File: src/hdl/psu_pkg.sv
// shared types and constants of the scanline unfilter
package psu_pkg;

    localparam int MAX_SCANLINE_BYTES = 16384;
    localparam int MAX_PIXEL_BYTES    = 8;

    localparam int COL_W     = $clog2(MAX_SCANLINE_BYTES);
    localparam int CNT_W     = $clog2(MAX_SCANLINE_BYTES + 1);
    localparam int SLOT_W    = (MAX_PIXEL_BYTES > 1) ? $clog2(MAX_PIXEL_BYTES) : 1;
    localparam int PB_W      = 4;
    localparam int SL_W      = 15;
    localparam int CFG_W     = 15;
    localparam int CFG_IDX_W = 1;
    localparam int CMP_W     = (CNT_W > SL_W) ? CNT_W : SL_W;

    typedef enum logic [CFG_IDX_W-1:0] {
        REG_PIXEL_BYTES    = 1'b0,
        REG_SCANLINE_BYTES = 1'b1
    } t_cfg_reg;

    typedef enum logic [2:0] {
        FLT_NONE  = 3'd0,
        FLT_SUB   = 3'd1,
        FLT_UP    = 3'd2,
        FLT_AVG   = 3'd3,
        FLT_PAETH = 3'd4,
        FLT_BAD   = 3'd5
    } t_filter;

    typedef struct packed {
        logic [7:0] data_byte;
        logic       pass_start;
    } t_in_item;

    typedef struct packed {
        logic [7:0] pixel_byte;
        logic       row_end;
        logic       bad_filter;
    } t_out_item;

    // data byte on its way from the address stage to the reconstruct stage
    typedef struct packed {
        logic [7:0]        data_byte;
        logic [COL_W-1:0]  col;
        logic [SLOT_W-1:0] slot;
        logic              a_ok;
        logic              b_ok;
        logic              last;
        t_filter           filter;
    } t_s1_item;

    typedef struct packed {
        logic advance;
        logic row_clear;
    } t_recon_ctl;

endpackage

File: src/hdl/psu_outq.sv
// two-entry output queue between reconstruction and the result channel
module psu_outq (
    input  logic               i_clk,
    input  logic               i_rst_n,
    input  logic               i_push,
    input  psu_pkg::t_out_item i_item,
    output logic               o_full,
    output logic               o_valid,
    input  logic               i_ready,
    output psu_pkg::t_out_item o_item
);

    psu_pkg::t_out_item r_slot [2];
    logic               r_wr_ptr, n_wr_ptr;
    logic               r_rd_ptr, n_rd_ptr;
    logic [1:0]         r_count, n_count;
    logic               pop;

    assign o_valid = (r_count != 2'd0);
    assign o_full  = (r_count == 2'd2);
    assign pop     = o_valid && i_ready;
    assign o_item  = r_slot[r_rd_ptr];

    always_comb begin
        n_wr_ptr = i_push ? ~r_wr_ptr : r_wr_ptr;
        n_rd_ptr = pop ? ~r_rd_ptr : r_rd_ptr;
        n_count  = r_count + 2'(i_push) - 2'(pop);
    end

    always_ff @(posedge i_clk) begin
        if (!i_rst_n) begin
            r_wr_ptr <= 1'b0;
            r_rd_ptr <= 1'b0;
            r_count  <= 2'd0;
        end else begin
            r_wr_ptr <= n_wr_ptr;
            r_rd_ptr <= n_rd_ptr;
            r_count  <= n_count;
        end
    end

    always_ff @(posedge i_clk) begin
        if (i_push) begin
            r_slot[r_wr_ptr] <= i_item;
        end
    end

endmodule

File: config.mk
export PLATFORM = sky130hd
export DESIGN_NAME = psu_outq
export DESIGN_NICKNAME = d
export VERILOG_FILES = /design/src/hdl/psu_pkg.sv /design/src/hdl/psu_outq.sv
export SDC_FILE = /design/constraint.sdc
export NUM_CORES = 1
export LEC_CHECK = 0
export ABC_AREA = 1
export BUFFER_PORTS_ARGS = -buffer_cell sky130_fd_sc_hd__buf_2
export CORE_MARGIN = 3
export CORE_UTILIZATION = 45
export CTS_CLUSTER_DIAMETER = 120
export DETAILED_ROUTE_END_ITERATION = 8
export PLACE_DENSITY = 0.79
export SLEW_MARGIN = 20
export SYNTH_ARGS = -nofsm -noshare
export SYNTH_HDL_FRONTEND = slang
export SYNTH_SLANG_ARGS = --single-unit
File: constraint.sdc
create_clock -name i_clk -period 1.35 [get_ports i_clk]
set_clock_uncertainty 0.2 [all_clocks]
set_input_delay 0.135 -clock i_clk [delete_from_list [all_inputs] [get_ports i_clk]]
set_output_delay 0.135 -clock i_clk [all_outputs]
set_load 0.05 [all_outputs]
==> summary.md <==
| Metric | Value |
|---|---|
| Post-synth design cell area | around 1000 um2 |
| Final worst-path cycle share | 1.23 |
| Class of the most critical hold timing path | in -> reg |
| Max Cap Violations | 0 |
| List of cells traversed by the critical path | nor2_4 -> nor2_4 -> ha_4 -> inv_2 -> ha_4 -> inv_2 -> nand2_4 -> a21oi_2 -> nor2_1 |
| CTS clock-pin slew for the worst setup and hold paths | ~130 ps |
| Post-synthesis sequential element count | 25 |
| Crit path setup slack, layout | -313 ps |
| Clk Tree Root Cell | sky130_fd_sc_hd__clkbuf_4 |
| CTS HTree Levels | 1 |
| Shortest period the worst path allows | approximately 1700 ps |
| Final wirelength | approximately 2.1 mm |
| Fillers | roughly 120 |
| Count of pins on the block boundary | 26 |
| Worst Setup Path Type | reg -> reg |
| Count of unique library cells instantiated by Yosys | 10 |
| Via Count | ~670 |
| Number of nets in the final layout | about 130 |
| Initial core utilization | 0.494 |
| DRC violation total after the first TritonRoute iteration | 9 |
| Post-detailed-route count of antenna-violating nets | 0 |
| Hold violation count in the final report | 0 |
| Final core utilization | 0.782 |
| Violated checks | negative setup slack |
| Cell accounting for the most synthesized area | sky130_fd_sc_hd__edfxtp_1 |
| Design Area, Final | 1580 um2 |
| Gate count after technology mapping | 67 |
| Detailed placer's ending HPWL | 1.22 mm |
| Max Slew Vio Count | 0 |
| Ratio of total power to cell area | about 1800 nW/um2 |
| Number of global-route vias before repair | ~710 |
| Number of antenna violations at the first check in global routing | 0 |
| First-pass GRT wire length | a little over 3 mm |
| Data arrival time of the worst path | ~1700 ps |
| Synth Area in Compound Gates | 0.00501 |
| Floorplan die area | approximately 2800 um2 |
| Combinational family with the most area after synthesis | multiplexers |
| Tightest slew margin relative to the limit | 0.905 |
| Required time reported for the critical path endpoint | approximately 1400 ps |
| Cell row count | 16 |
| Largest fanout of any net on the critical path | 3 |
| TritonCTS clock tree | built |
| Inserted Clock Buffers | 3 |
| Main synth FF type | sky130_fd_sc_hd__edfxtp_1 |
| Total area of multi-input combinational cells | between 300 and 400 um2 |
| Leading cell types by total area after synthesis | sky130_fd_sc_hd__edfxtp_1, sky130_fd_sc_hd__mux2_4, sky130_fd_sc_hd__dfxtp_1, sky130_fd_sc_hd__nor2_1, sky130_fd_sc_hd__inv_1 |
| Maximum ir drop on the vdd rail | around 1.7 mV |
| Async S/R FF share, synth | 0 |
| Post-synth top area share | 0.601 |
| Sequential fraction of the synthesis area | 0.701 |
| Detailed-router iteration count before antenna repair | 2 |
| Longest individual stage delay on the worst path | ~400 ps |
| Critical path capture point type | register |
| Result of the run | complete, but fails checks |
| Fraction of final layout cells sized beyond drive strength 1 | 0.564 |
| Post-synthesis adder-cell area fraction | 0.0250 |
| Setup Slack @ Placement | -251 ps |
| Count of final setup violators | 14 |
| Pin slew with the least headroom to its limit | roughly 140 ps |
| Aggregate global routing overflow | 0 |
| Combined global-route utilization of all metal layers | 0.161 |
| Via density per instance | between 4 and 5 |
| Average cell area after synthesis | approximately 15 um2 |
| Leakage power summed over all cells | about 0.66 nW |
| Core ar. | 2020 um2 |
| Area added between synthesis and finish | 58.2% |
| Overall power | between 2 and 3 mW |
| Count of flip-flops with a built-in enable after synthesis | 20 |
| Share of synthesized area spent on multiplexers | 0.150 |
| WP buf/inv | 2 |
| Placed instance area | ~1200 um2 |
| Setup repair after global routing missed its margin | yes |
| Horizontal extent of the die | between 50 and 60 um |
| List of most frequent post-synthesis cells | sky130_fd_sc_hd__edfxtp_1, sky130_fd_sc_hd__mux2_4, sky130_fd_sc_hd__nor2_1 |
| Weighted congestion at the end of routability-driven global placement | roughly 0.65 |
| Register area | roughly 710 um2 |
| Warnings, synthesis | 0 |
| Startpoint Class | register |
| Clock latency reported for the late side of the worst-skew pair | 310 ps |
| Dominant cell by count in the synthesized netlist | sky130_fd_sc_hd__edfxtp_1 |
| Highest clock rate | ~0.6 GHz |
| Clock sink total | 25 |
| Largest net degree at the start of global routing | 14 |
| Share of the synthesized netlist area taken by xor and xnor gates | 0 |
| Slowest library cell on the worst path | sky130_fd_sc_hd__dfxtp_4 |
| Remaining DRCs | 0 |
| Maximum buffer depth of the clock tree | 2 |
| Post-Synth Simple-Gate Area | 0.0776 |
| Category of cells accounting for the largest share of critical-path delay | adder cells |
| Post-Synthesis Net Count | a little over 80 |
| Die extent in y | 53.1 um |
| Antenna diodes | 0 |
| Average wire per standard cell | roughly 15 um |
| Number of port buffers | 25 |
==> cell usage in the layout (no fill, tap or decap), types with 2 or more instances in the layout <==
cell	count
sky130_fd_sc_hd__ha_4	2
sky130_fd_sc_hd__nand2_4	2
sky130_fd_sc_hd__buf_12	2
sky130_fd_sc_hd__inv_1	3
sky130_fd_sc_hd__buf_8	2
sky130_fd_sc_hd__buf_4	5
sky130_fd_sc_hd__clkbuf_4	3
sky130_fd_sc_hd__buf_2	13
sky130_fd_sc_hd__dfxtp_1	2
sky130_fd_sc_hd__nand2_1	4
sky130_fd_sc_hd__inv_2	3
sky130_fd_sc_hd__nor2_1	7
sky130_fd_sc_hd__buf_6	12
sky130_fd_sc_hd__nor2_4	3
sky130_fd_sc_hd__edfxtp_1	20
sky130_fd_sc_hd__mux2_4	10
sky130_fd_sc_hd__dfxtp_4	2
sky130_fd_sc_hd__nand2_2	2
sky130_fd_sc_hd__dlygate4sd3_1	13
==> cell families after synthesis <==
family,Yosys count
buffers and inverters,9
DFF,25
and+or+nand+nor,20
muxes,10
AOI/OAI and AO/OA,1
adders and majority gates,2
==> sequential cells by signal (all words and copies together), names as in the netlist, named ones only <==
name      cells
r_wr_ptr      1
r_count       2
r_rd_ptr      1
r_slot       20
==> stage by stage <==
step                      setup TNS [ps]  cells  hold slack [ps]
after floorplan                     -165     67             32.6
after global placement              -183    122              123
after detailed placement            -352    122              129
after CTS                          -3030    141              159
after global routing               -4020    144              253
final                              -3140    144              249
==> layer usage <==
metal  routed length (um)  share of wire  track usage  vias up
li1                     -              -            -      328
met1                  744           0.35        0.153      318
met2                 1270           0.59        0.310       20
met3                   86          0.040       0.0254        2
met4                   35          0.016        0.106        0
met5                    0              0            0        -
==> worst register-to-register path: stages, from the launching register on <==
cell	delay (ps)
sky130_fd_sc_hd__dfxtp_4	400
sky130_fd_sc_hd__nor2_4	150
sky130_fd_sc_hd__nor2_4	60
sky130_fd_sc_hd__ha_4	260
sky130_fd_sc_hd__inv_2	40
sky130_fd_sc_hd__ha_4	150
sky130_fd_sc_hd__inv_2	70
sky130_fd_sc_hd__nand2_4	60
sky130_fd_sc_hd__a21oi_2	140
sky130_fd_sc_hd__nor2_1	50
==> final cells by class <==
class | instances | share of cell area
Clock buffer | 4 | 0.0166
Inverter | 8 | 0.0253
Multi-Input combinational cell | 33 | 0.211
Sequential cell | 25 | 0.449
Tap cell | 27 | 0.0214
Timing Repair Buffer | 47 | 0.277
==> timing repair <==
action,in CTS,in global routing
hold buffers,13,0
setup endpoints to repair,14,14
setup buffers,2,4
hold endpoints to repair,25,0
pin swaps,2,8
resized for setup,36,24
==> worst paths after layout <==
| check | from | end | slack (ps) | depth (start not counted) |
|---|---|---|---|---|
| worst max-delay path | r_count[0] | r_count[1] | -310 | 9 |
| worst min-delay path | i_ready | r_count[1] | 250 | 6 |
| worst max register to register | r_count[0] | r_count[1] | -310 | 9 |
| worst min register to register | r_wr_ptr | r_wr_ptr | 320 | 2 |
==> power breakdown <==
part | internal, mW | leakage, nW | switching, mW
Clock | 0.115 | 0.0150 | 0.208
Combinational | 0.717 | 0.418 | 0.813
Sequential | 0.936 | 0.231 | 0.0778
Power figures use the tool's default switching activity.
