`config.mk`:
```
export PLATFORM = sky130hd
export DESIGN_NAME = psu_ctrl
export DESIGN_NICKNAME = d
export VERILOG_FILES = /design/src/hdl/psu_pkg.sv /design/src/hdl/psu_ctrl.sv
export SDC_FILE = /design/constraint.sdc
export NUM_CORES = 1
export LEC_CHECK = 0
export BUFFER_PORTS_ARGS = -buffer_cell sky130_fd_sc_hd__buf_4
export CAP_MARGIN = 40
export CORE_MARGIN = 1.5
export CORE_UTILIZATION = 52
export DETAILED_ROUTE_END_ITERATION = 8
export PLACE_DENSITY = 0.82
export SETUP_SLACK_MARGIN = 0.5
export SLEW_MARGIN = 5
export SYNTH_ARGS = -nofsm -noshare
export SYNTH_HDL_FRONTEND = slang
export SYNTH_SLANG_ARGS = --single-unit
```
`constraint.sdc`:
```
create_clock -name i_clk -period 3.8 [get_ports i_clk]
set_input_delay 0.19 -clock i_clk [delete_from_list [all_inputs] [get_ports i_clk]]
set_output_delay 0.19 -clock i_clk [all_outputs]
set_load 0.05 [all_outputs]
```
`src/hdl/psu_pkg.sv`:
```
// shared types and constants of the scanline unfilter
package psu_pkg;

    localparam int MAX_SCANLINE_BYTES = 16384;
    localparam int MAX_PIXEL_BYTES    = 8;

    localparam int COL_W     = $clog2(MAX_SCANLINE_BYTES);
    localparam int CNT_W     = $clog2(MAX_SCANLINE_BYTES + 1);
    localparam int SLOT_W    = (MAX_PIXEL_BYTES > 1) ? $clog2(MAX_PIXEL_BYTES) : 1;
    localparam int PB_W      = 4;
    localparam int SL_W      = 15;
    localparam int CFG_W     = 15;
    localparam int CFG_IDX_W = 1;
    localparam int CMP_W     = (CNT_W > SL_W) ? CNT_W : SL_W;

    typedef enum logic [CFG_IDX_W-1:0] {
        REG_PIXEL_BYTES    = 1'b0,
        REG_SCANLINE_BYTES = 1'b1
    } t_cfg_reg;

    typedef enum logic [2:0] {
        FLT_NONE  = 3'd0,
        FLT_SUB   = 3'd1,
        FLT_UP    = 3'd2,
        FLT_AVG   = 3'd3,
        FLT_PAETH = 3'd4,
        FLT_BAD   = 3'd5
    } t_filter;

    typedef struct packed {
        logic [7:0] data_byte;
        logic       pass_start;
    } t_in_item;

    typedef struct packed {
        logic [7:0] pixel_byte;
        logic       row_end;
        logic       bad_filter;
    } t_out_item;

    // data byte on its way from the address stage to the reconstruct stage
    typedef struct packed {
        logic [7:0]        data_byte;
        logic [COL_W-1:0]  col;
        logic [SLOT_W-1:0] slot;
        logic              a_ok;
        logic              b_ok;
        logic              last;
        t_filter           filter;
    } t_s1_item;

    typedef struct packed {
        logic advance;
        logic row_clear;
    } t_recon_ctl;

endpackage

```
`src/hdl/psu_ctrl.sv`:
```
// row tracking, configuration registers and the row store read stage
module psu_ctrl (
    input  logic                          i_clk,
    input  logic                          i_rst_n,
    input  logic                          i_cfg_we,
    input  logic [psu_pkg::CFG_IDX_W-1:0] i_cfg_index,
    input  logic [psu_pkg::CFG_W-1:0]     i_cfg_data,
    input  logic                          i_in_valid,
    output logic                          o_in_ready,
    input  psu_pkg::t_in_item             i_in_item,
    input  logic                          i_q_full,
    output logic                          o_ram_re,
    output logic [psu_pkg::COL_W-1:0]     o_ram_raddr,
    output psu_pkg::t_s1_item             o_s1,
    output psu_pkg::t_recon_ctl           o_ctl
);

    localparam int NPB = psu_pkg::MAX_PIXEL_BYTES;

    logic [psu_pkg::PB_W-1:0]   r_pixel_bytes, n_pixel_bytes;
    logic [psu_pkg::SL_W-1:0]   r_scanline_bytes, n_scanline_bytes;
    logic                       r_expect, n_expect;
    logic [psu_pkg::COL_W-1:0]  r_col, n_col;
    logic [psu_pkg::CNT_W-1:0]  r_fill, n_fill;
    psu_pkg::t_filter           r_filter, n_filter;
    logic [psu_pkg::SLOT_W-1:0] r_mod [NPB];
    logic [psu_pkg::SLOT_W-1:0] n_mod [NPB];
    logic                       r_s1_valid, n_s1_valid;
    psu_pkg::t_s1_item          r_s1, n_s1;

    logic [psu_pkg::PB_W-1:0]   pb_eff;
    logic [psu_pkg::CMP_W-1:0]  sl_eff;
    logic [psu_pkg::SLOT_W-1:0] pb_idx;
    logic                       accept, is_filter, data_acc, advance, last;

    // effective register values, out-of-range settings clamp
    always_comb begin
        if (r_pixel_bytes == '0) begin
            pb_eff = psu_pkg::PB_W'(1);
        end else if (r_pixel_bytes > psu_pkg::PB_W'(NPB)) begin
            pb_eff = psu_pkg::PB_W'(NPB);
        end else begin
            pb_eff = r_pixel_bytes;
        end
        if (r_scanline_bytes == '0) begin
            sl_eff = psu_pkg::CMP_W'(1);
        end else if (psu_pkg::CMP_W'(r_scanline_bytes) >
                     psu_pkg::CMP_W'(psu_pkg::MAX_SCANLINE_BYTES)) begin
            sl_eff = psu_pkg::CMP_W'(psu_pkg::MAX_SCANLINE_BYTES);
        end else begin
            sl_eff = psu_pkg::CMP_W'(r_scanline_bytes);
        end
    end

    assign advance    = r_s1_valid && !i_q_full;
    assign o_in_ready = !r_s1_valid || !i_q_full;
    assign accept     = i_in_valid && o_in_ready;
    assign is_filter  = i_in_item.pass_start || r_expect;
    assign data_acc   = accept && !is_filter;
    assign pb_idx     = psu_pkg::SLOT_W'(pb_eff - psu_pkg::PB_W'(1));
    assign last       = (psu_pkg::CMP_W'(r_col) + psu_pkg::CMP_W'(1)) >= sl_eff;

    always_comb begin
        n_pixel_bytes    = r_pixel_bytes;
        n_scanline_bytes = r_scanline_bytes;
        if (i_cfg_we) begin
            unique case (psu_pkg::t_cfg_reg'(i_cfg_index))
                psu_pkg::REG_PIXEL_BYTES:    n_pixel_bytes = i_cfg_data[psu_pkg::PB_W-1:0];
                psu_pkg::REG_SCANLINE_BYTES: n_scanline_bytes = i_cfg_data[psu_pkg::SL_W-1:0];
                default: ;
            endcase
        end
    end

    always_comb begin
        n_expect   = r_expect;
        n_col      = r_col;
        n_fill     = r_fill;
        n_filter   = r_filter;
        n_mod      = r_mod;
        n_s1_valid = r_s1_valid;
        n_s1       = r_s1;

        if (advance) begin
            n_s1_valid = 1'b0;
        end

        if (accept && is_filter) begin
            // pass start invalidates the row store by emptying the fill count
            if (i_in_item.pass_start) begin
                n_fill = '0;
            end
            n_filter = (i_in_item.data_byte <= 8'(psu_pkg::FLT_PAETH)) ?
                       psu_pkg::t_filter'(i_in_item.data_byte[2:0]) : psu_pkg::FLT_BAD;
            n_expect = 1'b0;
            n_col    = '0;
            for (int k = 0; k < NPB; k++) begin
                n_mod[k] = '0;
            end
        end else if (data_acc) begin
            n_s1_valid     = 1'b1;
            n_s1.data_byte = i_in_item.data_byte;
            n_s1.col       = r_col;
            n_s1.slot      = r_mod[pb_idx];
            n_s1.a_ok      = psu_pkg::CMP_W'(r_col) >= psu_pkg::CMP_W'(pb_eff);
            n_s1.b_ok      = psu_pkg::CNT_W'(r_col) < r_fill;
            n_s1.last      = last;
            n_s1.filter    = r_filter;
            if (psu_pkg::CNT_W'(r_col) == r_fill) begin
                n_fill = r_fill + psu_pkg::CNT_W'(1);
            end
            if (last) begin
                n_expect = 1'b1;
                n_col    = '0;
            end else begin
                n_col = r_col + psu_pkg::COL_W'(1);
            end
            // column modulo every possible pixel size
            for (int k = 0; k < NPB; k++) begin
                n_mod[k] = (r_mod[k] == psu_pkg::SLOT_W'(k)) ? '0 :
                           r_mod[k] + psu_pkg::SLOT_W'(1);
            end
        end
    end

    always_ff @(posedge i_clk) begin
        if (!i_rst_n) begin
            r_pixel_bytes    <= psu_pkg::PB_W'(1);
            r_scanline_bytes <= psu_pkg::SL_W'(1);
            r_expect         <= 1'b1;
            r_col            <= '0;
            r_fill           <= '0;
            r_filter         <= psu_pkg::FLT_NONE;
            r_s1_valid       <= 1'b0;
            for (int k = 0; k < NPB; k++) begin
                r_mod[k] <= '0;
            end
        end else begin
            r_pixel_bytes    <= n_pixel_bytes;
            r_scanline_bytes <= n_scanline_bytes;
            r_expect         <= n_expect;
            r_col            <= n_col;
            r_fill           <= n_fill;
            r_filter         <= n_filter;
            r_s1_valid       <= n_s1_valid;
            r_mod            <= n_mod;
        end
    end

    always_ff @(posedge i_clk) begin
        r_s1 <= n_s1;
    end

    assign o_ram_re      = data_acc;
    assign o_ram_raddr   = r_col;
    assign o_s1          = r_s1;
    assign o_ctl.advance   = advance;
    assign o_ctl.row_clear = accept && is_filter;

endmodule

```
==> results by group <==
Power
  • Pint: about 0.0015 W
  • Switch share: 26.9%
  • Static Leak: between 2 and 3 nW
  • Combinational power share: a little under an eighth
  • Switching power: about 0.00057 W
  • Peak VDD IR: between 0.0002 and 0.0003 V
  • Reg power frac: 58.2%
  • Cell Pwr Density: 328 nW/um2
  • Clock share of power: 30.4%
  • Tot Pwr: between 0.002 and 0.0025 W

Detailed routing
  • DRT iter0 DRCs: 259
  • 1st-pass router iterations: 6
  • Antenna Violating Nets Remaining: 0
  • Final wirelength: around 13000 um
  • Vias/cell: a little under 6
  • Vias: about 4700
  • WL/cell: between 15 and 20 um
  • Post-route DRC violation count: 0

Timing
  • Final Hold Viols: 0
  • Fmax: ~320 MHz
  • Unrepaired setup endpoints after global routing: no
  • Worst Tran Pin Value: around 0.68 ns
  • Post-route setup TNS: 0 ns
  • Worst Skew: 0.0130 ns
  • Period utilisation layout: roughly 83%
  • PnR worst setup slack: between 0.6 and 0.7 ns
  • Minimum clock period: between 3 and 4 ns
  • Slew Limit Fails: 0
  • Max transition margin: 54.6%
  • Hold_ws: ~0.018 ns
  • Final setup violation count: 0

Placement
  • Final HPWL DP: between 8000 and 9000 um
  • Gpl congestion: roughly 0.83
  • Port Buffer Count: 78
  • Pre-CTS WS: between 0.3 and 0.4 ns

Final layout
  • Fill cells: about 870
  • Utilization after layout: roughly 63%
  • Area Growth Syn to Fin: 19.1%
  • Antenna fix cells: 0
  • Layout Nets: 740
  • Layout cells sized above 1: 20.1%

Floorplan
  • Die width: 105 um
  • Row count: 37
  • # IOs: 79
  • Die ar.: 11000 um2
  • DIE HEIGHT: approximately 100 um
  • Core area: a little over 10000 um2
  • Initial Util: around 53%

Global route
  • GR met2 Demand/Resource: 38.3%
  • Routing usage on met1: between 20% and 30%
  • Total global routing overflow: 0
  • Total global-route track usage: 22.5%
  • Busiest grt layer: met2
  • Largest net degree at the start of global routing: 56
  • Initial antenna violation count: 0
  • GR Util met3: between 4 and 5%
  • Vias in the first global route: between 4000 and 5000
  • First-pass GRT wire length: 20200 um

Synthesis
  • Commonest cells post-synth: nand2_1, dfxtp_1, a21oi_1, ha_1, nor2_1
  • Synth area leader: dfxtp_1
  • Syn_area_per_cell: 9.26 um2
  • Number of synthesized register bits: 108
  • Cells after synthesis: 583
  • Synth unique cells: between 50 and 60
  • Number of synthesized flops with an enable pin: 31
  • Post-Syn Area: about 5400 um2
  • Ys flop type: dfxtp_1
  • Most common cell in the netlist: nand2_1
  • Top cell type's share of synthesized area: approximately 29%
  • Post-synth ARST share: 0%
  • Register area share after synthesis: between 40% and 50%
  • Area contributors post-synth: dfxtp_1, edfxtp_1, ha_1
  • Syn Nets: 656
  • Synth warnings: 0

Setup path
  • Crit path top cell by count: buf_4
  • Crit start category: register
  • Worst Reg-to-Reg Cells: 13
  • Critical Path End Type: register
  • Worst EP required: about 4 ns
  • Max incr delay on CP: between 0.5 and 0.6 ns
  • Worst setup path startpoint: o_ram_raddr[8]
  • RR Endpoint: o_ram_raddr[5]
  • Worst R2R Setup Slack: 0.66 ns
  • Worst EP arrival: roughly 3.4 ns
  • CP Capture Point: o_ram_raddr[5]
  • CP max FO: 11
  • Crit path max-delay cell type: dfxtp_1
  • WS Path Type: reg2reg
  • Worst path cell trace: nand4_1 -> nor3_1 -> buf_4 -> and3_2 -> xor2_1 -> ha_1 -> a211o_1 -> a21oi_2 -> a21oi_1 -> nor2_1 -> o21ai_0 -> buf_4 -> o22ai_1
  • Reg-to-reg critical path startpoint: o_ram_raddr[8]

Clock network
  • CTS tree: done
  • Clock latency on the worst-skew pair: approximately 0.37 ns
  • H-tree depth: 3
  • Root buf cell: clkbuf_8
  • Clk sinks: between 100 and 150
  • Num CTS Buffers: 9
  • Maximum clock insertion buffer count: 2
  • Reg clk slew, reported paths: 0.10 ns

Flow run
  • Max cap viols: 0

Worst hold path
  • Hold Crit Class: in2reg
  • Hold Crit Depth: 1

Run status
  • Status: finished, final reports clean
==> kinds of logic (layout without fill, tap and decap cells) <==
kind of cell	count (synthesis)	in the layout	synth area share, %
compound gates	117	117	12.8
mux	13	13	3.87
buf+inv	47	136	3.34
fa+ha+maj	43	43	9.97
xor+xnor	21	21	3.41
flops	108	108	45.8
simple gates	234	234	20.8
==> per-layer routing <==
metal	routed length [um]	up-vias
met5	0	-
met2	6080	169
met4	272	0
met1	5490	2212
li1	-	2256
met3	675	32
==> repair_timing <==
action	4_1_cts	5_1_grt
endpoints found under the setup margin	12	15
resized for setup	0	10
endpoints found under the hold margin	5	2
pin swaps	1	2
hold buffers	5	2
setup buffers	1	0
==> worst min-delay path by stage <==
stage	from	to	slack, ns
CTS	i_in_item[3]	o_s1[25]	0.0007
global route	i_in_item[6]	o_s1[28]	0.003
finish	i_in_item[6]	o_s1[28]	0.02
detailed placement	i_in_item[4]	o_s1[26]	0.38
floorplan	i_in_item[1]	o_s1[23]	0.29
global placement	i_in_item[5]	o_s1[27]	0.38
==> cell type report <==
class                   count  area (um2)  area share [%]
flip-flops and latches    108        2480            38.6
inverters                  28         105            1.63
multi-input cells         428        2780            43.2
clock inverters             7        51.3           0.798
repair buffers             92         716            11.1
clock buffers               9         124            1.93
well taps                 136         170            2.65
==> through the flow <==
stage	instance area (um2)	instances
floorplan	5400	583
global placement	6120	783
detailed placement	6130	784
CTS	6370	806
global route	6430	808
finish	6430	808
==> placed cells by master (no fill, tap or decap), types with 2 or more instances in the layout <==
master / n
xnor2_1: 15
a21oi_1: 54
nor3_2: 2
nand4_1: 13
xor2_1: 6
mux2_2: 3
nor2_1: 39
o32ai_1: 2
nor2_2: 2
clkbuf_8: 9
inv_1: 27
nand2_1: 94
o31ai_1: 2
dfxtp_2: 3
or2_2: 4
nand2b_1: 8
dlygate4sd3_1: 7
a21o_1: 2
nand3b_1: 5
nand4b_1: 3
nand3_1: 22
nor2b_1: 6
edfxtp_1: 31
or3_1: 6
o22ai_1: 9
and2_1: 2
nor4_1: 6
a31oi_1: 4
buf_4: 84
dfxtp_1: 72
clkinvlp_4: 3
ha_1: 42
a211oi_1: 3
mux2i_1: 4
and3_1: 3
o211ai_1: 2
o21ai_0: 24
nor3_1: 12
mux4_2: 6
dfxtp_4: 2
==> sequential cells by signal, indices dropped and copies added (netlist names) <==
register / flops
o_s1: 31
r_s1_valid: 1
o_ram_raddr: 14
r_filter: 3
r_fill: 15
r_mod: 24
r_expect: 1
r_pixel_bytes: 4
r_scanline_bytes: 15
==> critical path: cells and delay by family, from the launching register on <==
family                   cells  cell delay, ns
AO/OA/AOI/OAI                5            0.89
AND/OR/NAND/NOR              4            0.78
flip-flops                   1            0.57
buffers and inverters        2            0.35
adder cells (fa/ha/maj)      1            0.28
XOR/XNOR                     1            0.18
==> power groups by stage <==
stage,Clock (W),Combinational (W),Sequential (W)
after CTS,0.000656,0.000239,0.00123
after global routing,0.000691,0.000263,0.00123
after floorplan,0,0.000131,0.00127
after detailed placement,0,0.000235,0.00125
final,0.000640,0.000242,0.00123
after global placement,0,0.000228,0.00125
(Power assumes the default switching activity.)
