<file path="src/hdl/psu_pkg.sv">
// shared types and constants of the scanline unfilter
package psu_pkg;

    localparam int MAX_SCANLINE_BYTES = 16384;
    localparam int MAX_PIXEL_BYTES    = 8;

    localparam int COL_W     = $clog2(MAX_SCANLINE_BYTES);
    localparam int CNT_W     = $clog2(MAX_SCANLINE_BYTES + 1);
    localparam int SLOT_W    = (MAX_PIXEL_BYTES > 1) ? $clog2(MAX_PIXEL_BYTES) : 1;
    localparam int PB_W      = 4;
    localparam int SL_W      = 15;
    localparam int CFG_W     = 15;
    localparam int CFG_IDX_W = 1;
    localparam int CMP_W     = (CNT_W > SL_W) ? CNT_W : SL_W;

    typedef enum logic [CFG_IDX_W-1:0] {
        REG_PIXEL_BYTES    = 1'b0,
        REG_SCANLINE_BYTES = 1'b1
    } t_cfg_reg;

    typedef enum logic [2:0] {
        FLT_NONE  = 3'd0,
        FLT_SUB   = 3'd1,
        FLT_UP    = 3'd2,
        FLT_AVG   = 3'd3,
        FLT_PAETH = 3'd4,
        FLT_BAD   = 3'd5
    } t_filter;

    typedef struct packed {
        logic [7:0] data_byte;
        logic       pass_start;
    } t_in_item;

    typedef struct packed {
        logic [7:0] pixel_byte;
        logic       row_end;
        logic       bad_filter;
    } t_out_item;

    // data byte on its way from the address stage to the reconstruct stage
    typedef struct packed {
        logic [7:0]        data_byte;
        logic [COL_W-1:0]  col;
        logic [SLOT_W-1:0] slot;
        logic              a_ok;
        logic              b_ok;
        logic              last;
        t_filter           filter;
    } t_s1_item;

    typedef struct packed {
        logic advance;
        logic row_clear;
    } t_recon_ctl;

endpackage

</file>
<file path="src/hdl/psu_recon.sv">
// neighbor histories, predictor and byte reconstruction
module psu_recon (
    input  logic                      i_clk,
    input  logic                      i_rst_n,
    input  psu_pkg::t_s1_item         i_s1,
    input  psu_pkg::t_recon_ctl       i_ctl,
    input  logic [7:0]                i_rdata,
    output logic                      o_ram_we,
    output logic [psu_pkg::COL_W-1:0] o_ram_waddr,
    output logic [7:0]                o_ram_wdata,
    output psu_pkg::t_out_item        o_item
);

    localparam int NPB = psu_pkg::MAX_PIXEL_BYTES;

    logic [7:0]     r_left  [NPB];
    logic [7:0]     r_upper [NPB];
    logic [NPB-1:0] r_hvalid, n_hvalid;

    logic [7:0] a, b, c, pred, x;
    logic [8:0] avg_sum;

    function automatic logic [7:0] paeth(input logic [7:0] pa, input logic [7:0] pb,
                                         input logic [7:0] pc);
        logic signed [9:0] va, vb, vc, da, db, dc;
        va = $signed({2'b00, pa});
        vb = $signed({2'b00, pb});
        vc = $signed({2'b00, pc});
        da = vb - vc;
        db = va - vc;
        dc = va + vb - vc - vc;
        if (da < 0) da = -da;
        if (db < 0) db = -db;
        if (dc < 0) dc = -dc;
        if (da <= db && da <= dc) return pa;
        if (db <= dc) return pb;
        return pc;
    endfunction

    always_comb begin
        b = i_s1.b_ok ? i_rdata : 8'h00;
        if (i_s1.a_ok && r_hvalid[i_s1.slot]) begin
            a = r_left[i_s1.slot];
            c = r_upper[i_s1.slot];
        end else begin
            a = 8'h00;
            c = 8'h00;
        end
        avg_sum = {1'b0, a} + {1'b0, b};
        unique case (i_s1.filter)
            psu_pkg::FLT_NONE:  pred = 8'h00;
            psu_pkg::FLT_SUB:   pred = a;
            psu_pkg::FLT_UP:    pred = b;
            psu_pkg::FLT_AVG:   pred = avg_sum[8:1];
            psu_pkg::FLT_PAETH: pred = paeth(a, b, c);
            default:            pred = 8'h00;
        endcase
        x = (i_s1.filter == psu_pkg::FLT_BAD) ? 8'h00 : i_s1.data_byte + pred;
    end

    // row start wins over a late write from the row before
    always_comb begin
        n_hvalid = r_hvalid;
        if (i_ctl.row_clear) begin
            n_hvalid = '0;
        end else if (i_ctl.advance) begin
            n_hvalid[i_s1.slot] = 1'b1;
        end
    end

    always_ff @(posedge i_clk) begin
        if (!i_rst_n) begin
            r_hvalid <= '0;
        end else begin
            r_hvalid <= n_hvalid;
        end
    end

    always_ff @(posedge i_clk) begin
        if (i_ctl.advance) begin
            r_left[i_s1.slot]  <= x;
            r_upper[i_s1.slot] <= b;
        end
    end

    assign o_ram_we          = i_ctl.advance;
    assign o_ram_waddr       = i_s1.col;
    assign o_ram_wdata       = x;
    assign o_item.pixel_byte = x;
    assign o_item.row_end    = i_s1.last;
    assign o_item.bad_filter = (i_s1.filter == psu_pkg::FLT_BAD);

endmodule

</file>
<file path="config.mk">
export PLATFORM = sky130hd
export DESIGN_NAME = psu_recon
export DESIGN_NICKNAME = d
export VERILOG_FILES = /design/src/hdl/psu_pkg.sv /design/src/hdl/psu_recon.sv
export SDC_FILE = /design/constraint.sdc
export NUM_CORES = 1
export LEC_CHECK = 0
export BUFFER_PORTS_ARGS = -buffer_cell sky130_fd_sc_hd__buf_2
export CORE_MARGIN = 3
export CORE_UTILIZATION = 45
export CTS_BUF_LIST = sky130_fd_sc_hd__clkbuf_16
export DETAILED_ROUTE_END_ITERATION = 7
export GPL_ROUTABILITY_DRIVEN = 0
export PLACE_DENSITY_LB_ADDON = 0.1
export SLEW_MARGIN = 40
export SYNTH_ARGS = -nofsm -noshare
export SYNTH_HDL_FRONTEND = slang
export SYNTH_SLANG_ARGS = --single-unit
</file>
<file path="constraint.sdc">
create_clock -name i_clk -period 21.9 [get_ports i_clk]
set_clock_uncertainty 0.1 [all_clocks]
set_input_delay 3.285 -clock i_clk [delete_from_list [all_inputs] [get_ports i_clk]]
set_output_delay 3.285 -clock i_clk [all_outputs]
set_load 0.02 [all_outputs]
</file>
==> results summary, run 1 <==
The run finished with clean final reports. Using the TritonRoute via totals, the vias-per-cell ratio works out to 5.697. The endpoint identified for the worst register-to-register timing path is r_left[7][7]. The sum of met2 wire segment lengths after detailed routing came out at roughly 11,000 um. The area taken by flip-flops and latches came out at about 4000 um2.

The area of combinational cells with multiple inputs came out at between 4000 and 5000 um2. The critical path crosses 36 cells after its start point. The number of clock buffers added by TritonCTS is 17. The critical path starts at i_s1[7]. For this design the static power due to leakage is approximately 4.0 nW. In the layout the commonest cells are 128 x sky130_fd_sc_hd__edfxtp_1, 79 x sky130_fd_sc_hd__nand2_1, 70 x sky130_fd_sc_hd__ha_1. The final-stage net count came out at slightly below 1,000. The slowest stage of the critical path belongs to the cell sky130_fd_sc_hd__a2bb2oi_1.

The clock latency on the worst-skew pair is 420 ps. The number of nets still failing antenna checks after routing is 0. The largest fanout of any net on the critical path is 24. Data on the critical path is required at its endpoint by roughly 19,000 ps. The critical path arrival is between 10,000 and 15,000 ps. In this run the power density over the cells is roughly 74 nW/um2.

The total setup buffers inserted after CTS came out at 0. The routed wire length is roughly 23,000 um. The number of global-route vias before repair came to around 6,600. Internal power comes to 0.0005322 W.

The die is about 150 um tall. Input and output buffers added on the ports amount to 45. The count of different cell masters after synthesis is 70. In this run the count of I/O pins placed on the die edge is 76. The routed design uses roughly 1100 um of met3 wire. Setup slack closes at between 5000 and 6000 ps. The synthesized design contains roughly 140 register bits. The detailed-route DRC error count came out at 0. After detailed routing, no signal wire sits above met4.

The post-synthesis area per instance is between 10 and 15 um2. The flop-to-flop setup slack came out at between 10,000 and 15,000 ps. The first TritonRoute pass finished after 4 iterations.

The most common flop cell mapped by yosys is sky130_fd_sc_hd__edfxtp_1. The cell accounting for the most synthesized area is sky130_fd_sc_hd__edfxtp_1. The number of enable-type register cells in the synthesized netlist came out at between 100 and 150. The delay contributed by the slowest stage of the critical path came out at approximately 620 ps. The launching point of the worst reg2reg path is r_hvalid[6].

The area of the die is roughly 22,000 um2. The proportion of total power due to net switching came out at roughly 30%. The post-place setup slack came out at around 5300 ps.

Among the stages of the critical path, the cell type that occurs most often is sky130_fd_sc_hd__a21o_1. The initial antenna violation count came to 0. Ranked by total cell area, the synthesized netlist is headed by sky130_fd_sc_hd__edfxtp_1 42%, sky130_fd_sc_hd__ha_1 9.5%, sky130_fd_sc_hd__mux4_2 7.1%. Clock tree synthesis selected as its root buffer the cell sky130_fd_sc_hd__clkbuf_16. The first-pass GRT wire length is ~37,000 um. The final cell count without fillers came out at about 1,100. In this run the worst hold path is classified as register to register.

The clock sink count is roughly 140. Setup repair after global routing left no endpoint under its margin. The overall track demand over capacity in global routing is roughly 22%. The number of inserted diodes is 0. The number of buffers inserted by hold repair at cts is 0. The aggregate global routing overflow is 0. In the finished design, the share of the clock period the worst path needs comes to around 76%. After floorplanning, the core was sized to cover a little under 20,000 um2. The maximum number of pins on one net before global-route repair came out at a little over 40. Leaving out fill and tap cells, the most frequent cell in the layout is sky130_fd_sc_hd__edfxtp_1. The top cell family by delay on the critical path is compound AO/OA/AOI/OAI gates. Static timing analysis puts the maximum clock frequency at between 0.06 and 0.07 GHz. The relative area change from synthesis to final layout came out at 10.54%. The combined buffer and inverter count along the critical path is 5. The first routing iteration left between 400 and 500 violations.

The hold violation count in the final report is 0. The number of synthesis warnings came out at 0. The final total negative setup slack is 0 ps. The row count came out at 51. The layout filler cell count came out at approximately 1,800.

The worst setup path is of the input port to primary output kind. The sort of element at the start of the critical path is an input port. The placed wire-length estimate is between 15,000 and 20,000 um. Once placement completed, the tool counted placed cells totaling around 1,100. The worst ir drop on vdd came out at around 54 uV. The area share of the leading cell type in the synthesized netlist is between 40% and 50%. In this run the deepest clock path goes through 2 buffers. Measured against its own limit, the worst slew margin works out to between 40 and 50%.

The last element of the critical path is o_item[9]. The number of slew-limit violations in the final report is 0. The met1 routed wirelength after detailed routing is approximately 10,000 um. The total via count in the routed design came out at around 6,500. The clock share of power is between 30% and 40%. Measured in cells, the most critical reg-to-reg path has a length of 34.

Gates resized during post-CTS repair numbered 0. Setup violations remaining at the end of the flow were counted as 0. Dividing the detail-routed wire length by the instance count gives approximately 20 um. The power dissipated by switching net loads came out at around 0.00022 W. The total power draw is 0.0007511 W. Hold is met by around 370 ps.

The portion of total power attributed to combinational logic came out at a little under a quarter. The sequential share of the synthesized area is around 44%. Registers are responsible for approximately two fifths of the overall power.

The synthesized instance count is roughly 830. The clock transition time at the flip-flop clock pins of the worst setup and hold paths came out at approximately 60 ps. The worst setup path is captured at a primary output. The synthesized cell area is between 9000 and 10,000 um2. The fraction of final layout cells with drive strength greater than 1 came out at between 10% and 20%. The initial core utilization is approximately 47%. TritonCTS built the clock tree. The slew of the pin with the lowest slew margin is between 800 and 900 ps.

Across the run, the number of max-cap violations was 0. The shortest clock period the worst path allows after layout is roughly 17,000 ps. The share of synthesized registers carrying an async set or reset is 0%.

The H-tree was split into 4 levels. The horizontal extent of the die is between 100 and 150 um.
synthesized netlist by cell type (11+ instances only):
| library cell | n |
|---|---|
| sky130_fd_sc_hd__nor2_1 | 74 |
| sky130_fd_sc_hd__fa_1 | 11 |
| sky130_fd_sc_hd__a21oi_1 | 50 |
| sky130_fd_sc_hd__xnor2_1 | 29 |
| sky130_fd_sc_hd__mux2i_1 | 18 |
| sky130_fd_sc_hd__nand2_1 | 79 |
| sky130_fd_sc_hd__nor2b_1 | 15 |
| sky130_fd_sc_hd__mux4_2 | 29 |
| sky130_fd_sc_hd__inv_1 | 64 |
| sky130_fd_sc_hd__edfxtp_1 | 128 |
| sky130_fd_sc_hd__nor3_1 | 13 |
| sky130_fd_sc_hd__a21o_1 | 23 |
| sky130_fd_sc_hd__xor2_1 | 18 |
| sky130_fd_sc_hd__buf_4 | 25 |
| sky130_fd_sc_hd__clkbuf_1 | 12 |
| sky130_fd_sc_hd__o21ai_0 | 20 |
| sky130_fd_sc_hd__ha_1 | 70 |
worst reg2reg max path, delay by kind of cell (launching register included):
| family | cells | cell delay, ps |
|---|---|---|
| AOI/OAI and AO/OA | 19 | 4970 |
| xor gates and xnor gates | 2 | 440 |
| adders and majority gates | 4 | 1390 |
| buffers and inverters | 2 | 230 |
| DFF | 1 | 330 |
| muxes | 2 | 680 |
| and+or+nand+nor | 5 | 1220 |
per-layer routing:
layer,vias up,GRT usage (%)
met3,54,3.768
met4,0,8.513
met1,3166,28.61
met5,-,0
met2,193,36.39
li1,3082,-
state kept, by name, summed over array words and instances, names as in the netlist:
| signal | flops |
|---|---|
| r_left | 64 |
| r_upper | 64 |
| r_hvalid | 8 |
power groups by stage:
stage	Combinational (W)	Sequential, W	Clock [W]
6_report	0.000176	0.000297	0.000278
5_1_grt	0.000194	0.000298	0.000293
4_1_cts	0.000175	0.000297	0.000282
3_5_place_dp	0.000174	0.000303	0
3_3_place_gp	0.000170	0.000302	0
2_1_floorplan	0.000135	0.000302	0
cell type report:
cell class	count	area share (%)
clock buffer	17	4.194
clock inverter	15	1.493
inverter	64	2.369
timing repair buffer	54	2.911
multi-input combinational	589	46.29
tap	265	3.269
sequential	136	39.48
cell families after synthesis:
| family | Yosys count | share of synthesized area [%] |
|---|---|---|
| other cells | 2 | 0.08185 |
| flops | 136 | 43.64 |
| simple gates | 238 | 12.16 |
| compound gates | 168 | 12.16 |
| mux | 50 | 9.573 |
| buf+inv | 111 | 5.687 |
| fa+ha+maj | 81 | 11.95 |
| xor+xnor | 48 | 4.746 |
per-stage QoR:
stage / cell area [um2] / util (%)
after floorplan: 9183 / -
after global placement: 9545 / 48.41
after detailed placement: 9558 / 48.47
after CTS: 10130 / 51.40
after global routing: 10140 / 51.44
final: 10140 / 51.44
worst min path at each step:
stage / to / cells past startpoint / from
after floorplan: r_hvalid[0] / 2 / r_hvalid[0]
after global placement: r_hvalid[0] / 2 / r_hvalid[0]
after detailed placement: r_hvalid[0] / 2 / r_hvalid[0]
after CTS: r_hvalid[0] / 2 / r_hvalid[0]
after global routing: r_hvalid[2] / 2 / r_hvalid[2]
final: r_hvalid[2] / 2 / r_hvalid[2]
Power figures use the tool's default switching activity.
==> inputs of run 2 (changes only) <==
==> constraint.sdc (replaced) <==
create_clock -name i_clk -period 16.3 [get_ports i_clk]
set_clock_uncertainty 0.1 [all_clocks]
set_input_delay 2.445 -clock i_clk [delete_from_list [all_inputs] [get_ports i_clk]]
set_output_delay 2.445 -clock i_clk [all_outputs]
set_load 0.02 [all_outputs]
==> run 2 against run 1 <==
Sequential power is 35% higher. Combinational power is 34% higher. Routed wire length is 1.7% higher. First-iteration DRC count is 2.7% lower. Hold slack better by 5.4 ps. Clock power is 23% higher. Register-to-register slack worse by 5500 ps. Global-route usage is 0.13 points higher. Highest routed layer unchanged.
==> results summary, run 2 (synthesized netlist as in run 1, its figures left out) <==
The share of total power in sequential cells came to 40.9% (was 39.6%). The path class of the lowest-slack min-delay path is register to register (unchanged). The sort of element at the start of the critical path was an input port (unchanged). The depth of the worst register-to-register path is 34 (unchanged). The placed wire-length estimate was 17,580 um (was 17,590 um). The launching point of the worst reg2reg path is r_hvalid[7] (was r_hvalid[6]). The area of all placed cells without fillers came out at 10,090 um2 (was 10,140 um2). The total setup buffers inserted after CTS came out at 0 (unchanged). The critical path arrival was 12,300 ps (was 13,260 ps). The number of top-level pins came out at 76 (unchanged). The floorplan die height came out at 148.8 um (unchanged). The horizontal extent of the die is 148.8 um (unchanged).

The detailed-router iteration count before antenna repair came out at 5 (was 4). The post-place setup slack came out at 1622 ps (was 5266 ps). The maximum number of pins on one net before global-route repair came out at 40 (was 41). The end of the worst register-to-register path is r_left[5][7] (was r_left[7][7]). The worst slew margin relative to its limit is 46.04% (was 45.78%). The initial core utilization is 46.53% (unchanged).

The root buffer cell is sky130_fd_sc_hd__clkbuf_16 (unchanged). The hold-critical path endpoint is r_hvalid[6] (was r_hvalid[2]). The number of buffers inserted by hold repair at cts came to 0 (unchanged). The routed wire length is 23,750 um (was 23,340 um). The clock latency on the worst-skew pair is 420 ps (about the same). The number of inserted diodes came out at 0 (unchanged). The critical path capture point type was a primary output (unchanged). The proportion of total power due to net switching is 29.36% (was 29.14%).

The post-place instance area is 9555 um2 (was 9558 um2). The most common library cell in the layout ignoring fill and taps is sky130_fd_sc_hd__edfxtp_1 (unchanged). The slew of the pin with the lowest slew margin came out at 809.4 ps (was 813.4 ps).

Highest-count cells in the layout ignoring fill and taps: 128 x sky130_fd_sc_hd__edfxtp_1, 79 x sky130_fd_sc_hd__nand2_1, 70 x sky130_fd_sc_hd__ha_1 (unchanged). The final routed wire length divided by cell count came out at 20.85 um (was 20.48 um). The delay contributed by the slowest stage of the critical path came out at 620 ps (about the same).

Run status: finished clean (unchanged). The maximum clock insertion buffer count is 2 (unchanged). The number of maximum-capacitance constraint violations came out at 0 (unchanged). The TritonCTS clock tree is built (unchanged). The number of global-route vias before repair came out at 6,499 (was 6,596). Setup repair after global routing missed its margin: no (unchanged). The number of vias per cell came to 5.771 (was 5.697). The combined buffer and inverter count along the critical path was 5 (unchanged).

The aggregate global routing overflow is 0 (unchanged). The cell count after placement is 1,107 (was 1,108). The detailed-route DRC error count is 0 (unchanged). The final total negative setup slack is 0 ps (unchanged). The clock share of power is 35.0% (was 37.0%). The fraction of final layout cells with drive strength greater than 1 came out at 15.10% (was 15.43%). The static leakage is 4.029 nW (was 4.036 nW).

The overall track demand over capacity in global routing is 21.94% (was 21.82%). The total via count in the routed design is 6,573 (was 6,495). After layout, the worst path uses around nine tenths of the clock period. The achievable frequency is between 0.06 and 0.07 GHz. The area of the die came out at 22,140 um2 (unchanged). The largest fanout of any net on the critical path came out at 24 (unchanged).

The power density over the cells is 96.76 nW/um2 (was 74.05 nW/um2). The top cell family by delay on the critical path is compound AO/OA/AOI/OAI gates (unchanged). The relative area change from synthesis to final layout came to 10.01% (was 10.54%). The number of nets still failing antenna checks after routing came out at 0 (unchanged).

The initial DRC count came to 468 (was 481). The worst path required time is 13,760 ps (was 18,510 ps). The final-stage net count came out at 985 (was 986).

The row count came out at 51 (unchanged). The final cell count without fillers came out at 1,139 (was 1,140). The number of slew-limit violations in the final report is 0 (unchanged).

The setup slack after layout was 1454 ps (was 5252 ps). The hold violation count in the final report came out at 0 (unchanged). The quantity of I/O buffers inserted on ports came out at 45 (unchanged). The portion of total power attributed to combinational logic was 24.1% (was 23.4%).

The critical path class was input port to primary output (unchanged). Largest registers: r_left x64, r_upper x64, r_hvalid x8 (unchanged). The shortest clock period the worst path allows after layout is approximately 15,000 ps. The level count of the clock H-tree is 4 (unchanged). The count of cells resized by post-cts repair came out at 0 (unchanged). The clock transition time at the flip-flop clock pins of the worst setup and hold paths is 60 ps (about the same). The library cell contributing the largest single delay on the critical path is sky130_fd_sc_hd__mux4_2 (was sky130_fd_sc_hd__a2bb2oi_1). The cell-internal power came to 0.0006898 W (was 0.0005322 W). The initial antenna violation count is 0 (unchanged). The setup violation total in the final timing report is 0 (unchanged). The area of the core is 19,720 um2 (unchanged). The worst ir drop on vdd was 109.8 uV (was 53.61 uV).

The first-pass GRT wire length is 36,920 um (was 36,620 um). The clock sink count is 136 (unchanged). The power dissipated by switching net loads is 0.0002868 W (was 0.0002189 W). The hold path startpoint is r_hvalid[6] (was r_hvalid[2]). The depth of the worst hold-timing path came out at 2 (unchanged).

The flop-to-flop setup slack is 6870 ps (was 12,340 ps). The number of CTS-inserted buffers came to 17 (unchanged).
==> run 2: stage by stage <==
stage,utilization (%),power (W),hold WS (ps)
5_1_grt,51.19,0.001023,399.7
4_1_cts,51.15,0.0009829,372.7
3_5_place_dp,48.46,0.0006393,359.1
6_report,51.19,0.0009766,372.5
2_1_floorplan,-,0.0005869,339.6
3_3_place_gp,48.37,0.0006316,350.0
==> run 2: worst max path at each step <==
stage                 start             end  slack, ps  cells after the start
floorplan           i_s1[6]  o_ram_wdata[7]       2370                     39
global placement    i_s1[7]       o_item[9]       1720                     36
detailed placement  i_s1[7]       o_item[9]       1620                     36
CTS                 i_s1[7]       o_item[9]       1600                     36
global route        i_s1[7]       o_item[9]        860                     35
finish              i_s1[7]       o_item[9]       1450                     36
==> run 2: power groups by stage <==
stage                     clock (W)  combinational [W]  sequential, W
after floorplan                   0           0.000181       0.000406
after detailed placement          0           0.000232       0.000407
after CTS                  0.000349           0.000234       0.000400
final                      0.000342           0.000235       0.000400
after global placement            0           0.000225       0.000406
after global routing       0.000361           0.000261       0.000400
==> run 2: tightest hold or removal path: stages (launching register included) <==
cell and delay, ps:
sky130_fd_sc_hd__dfxtp_1 320, sky130_fd_sc_hd__nor2_1 50, sky130_fd_sc_hd__nor2_1 70
==> run 2: cell type report <==
class,instances,area [um2]
fillers,1747,9624
multi-input cells,589,4702
flip-flops and latches,136,4004
clock buffers,18,450.4
well taps,265,331.6
repair buffers,53,285.3
inverters,64,240.2
clock inverters,14,80.08
==> run 2: metal layers <==
layer	wire, um	global-route usage [%]	share of wire, %
met5	0	0	0
met4	467	6.865	2.0
met3	1530	3.464	6.4
met2	11500	36.19	48
met1	10250	30.10	43
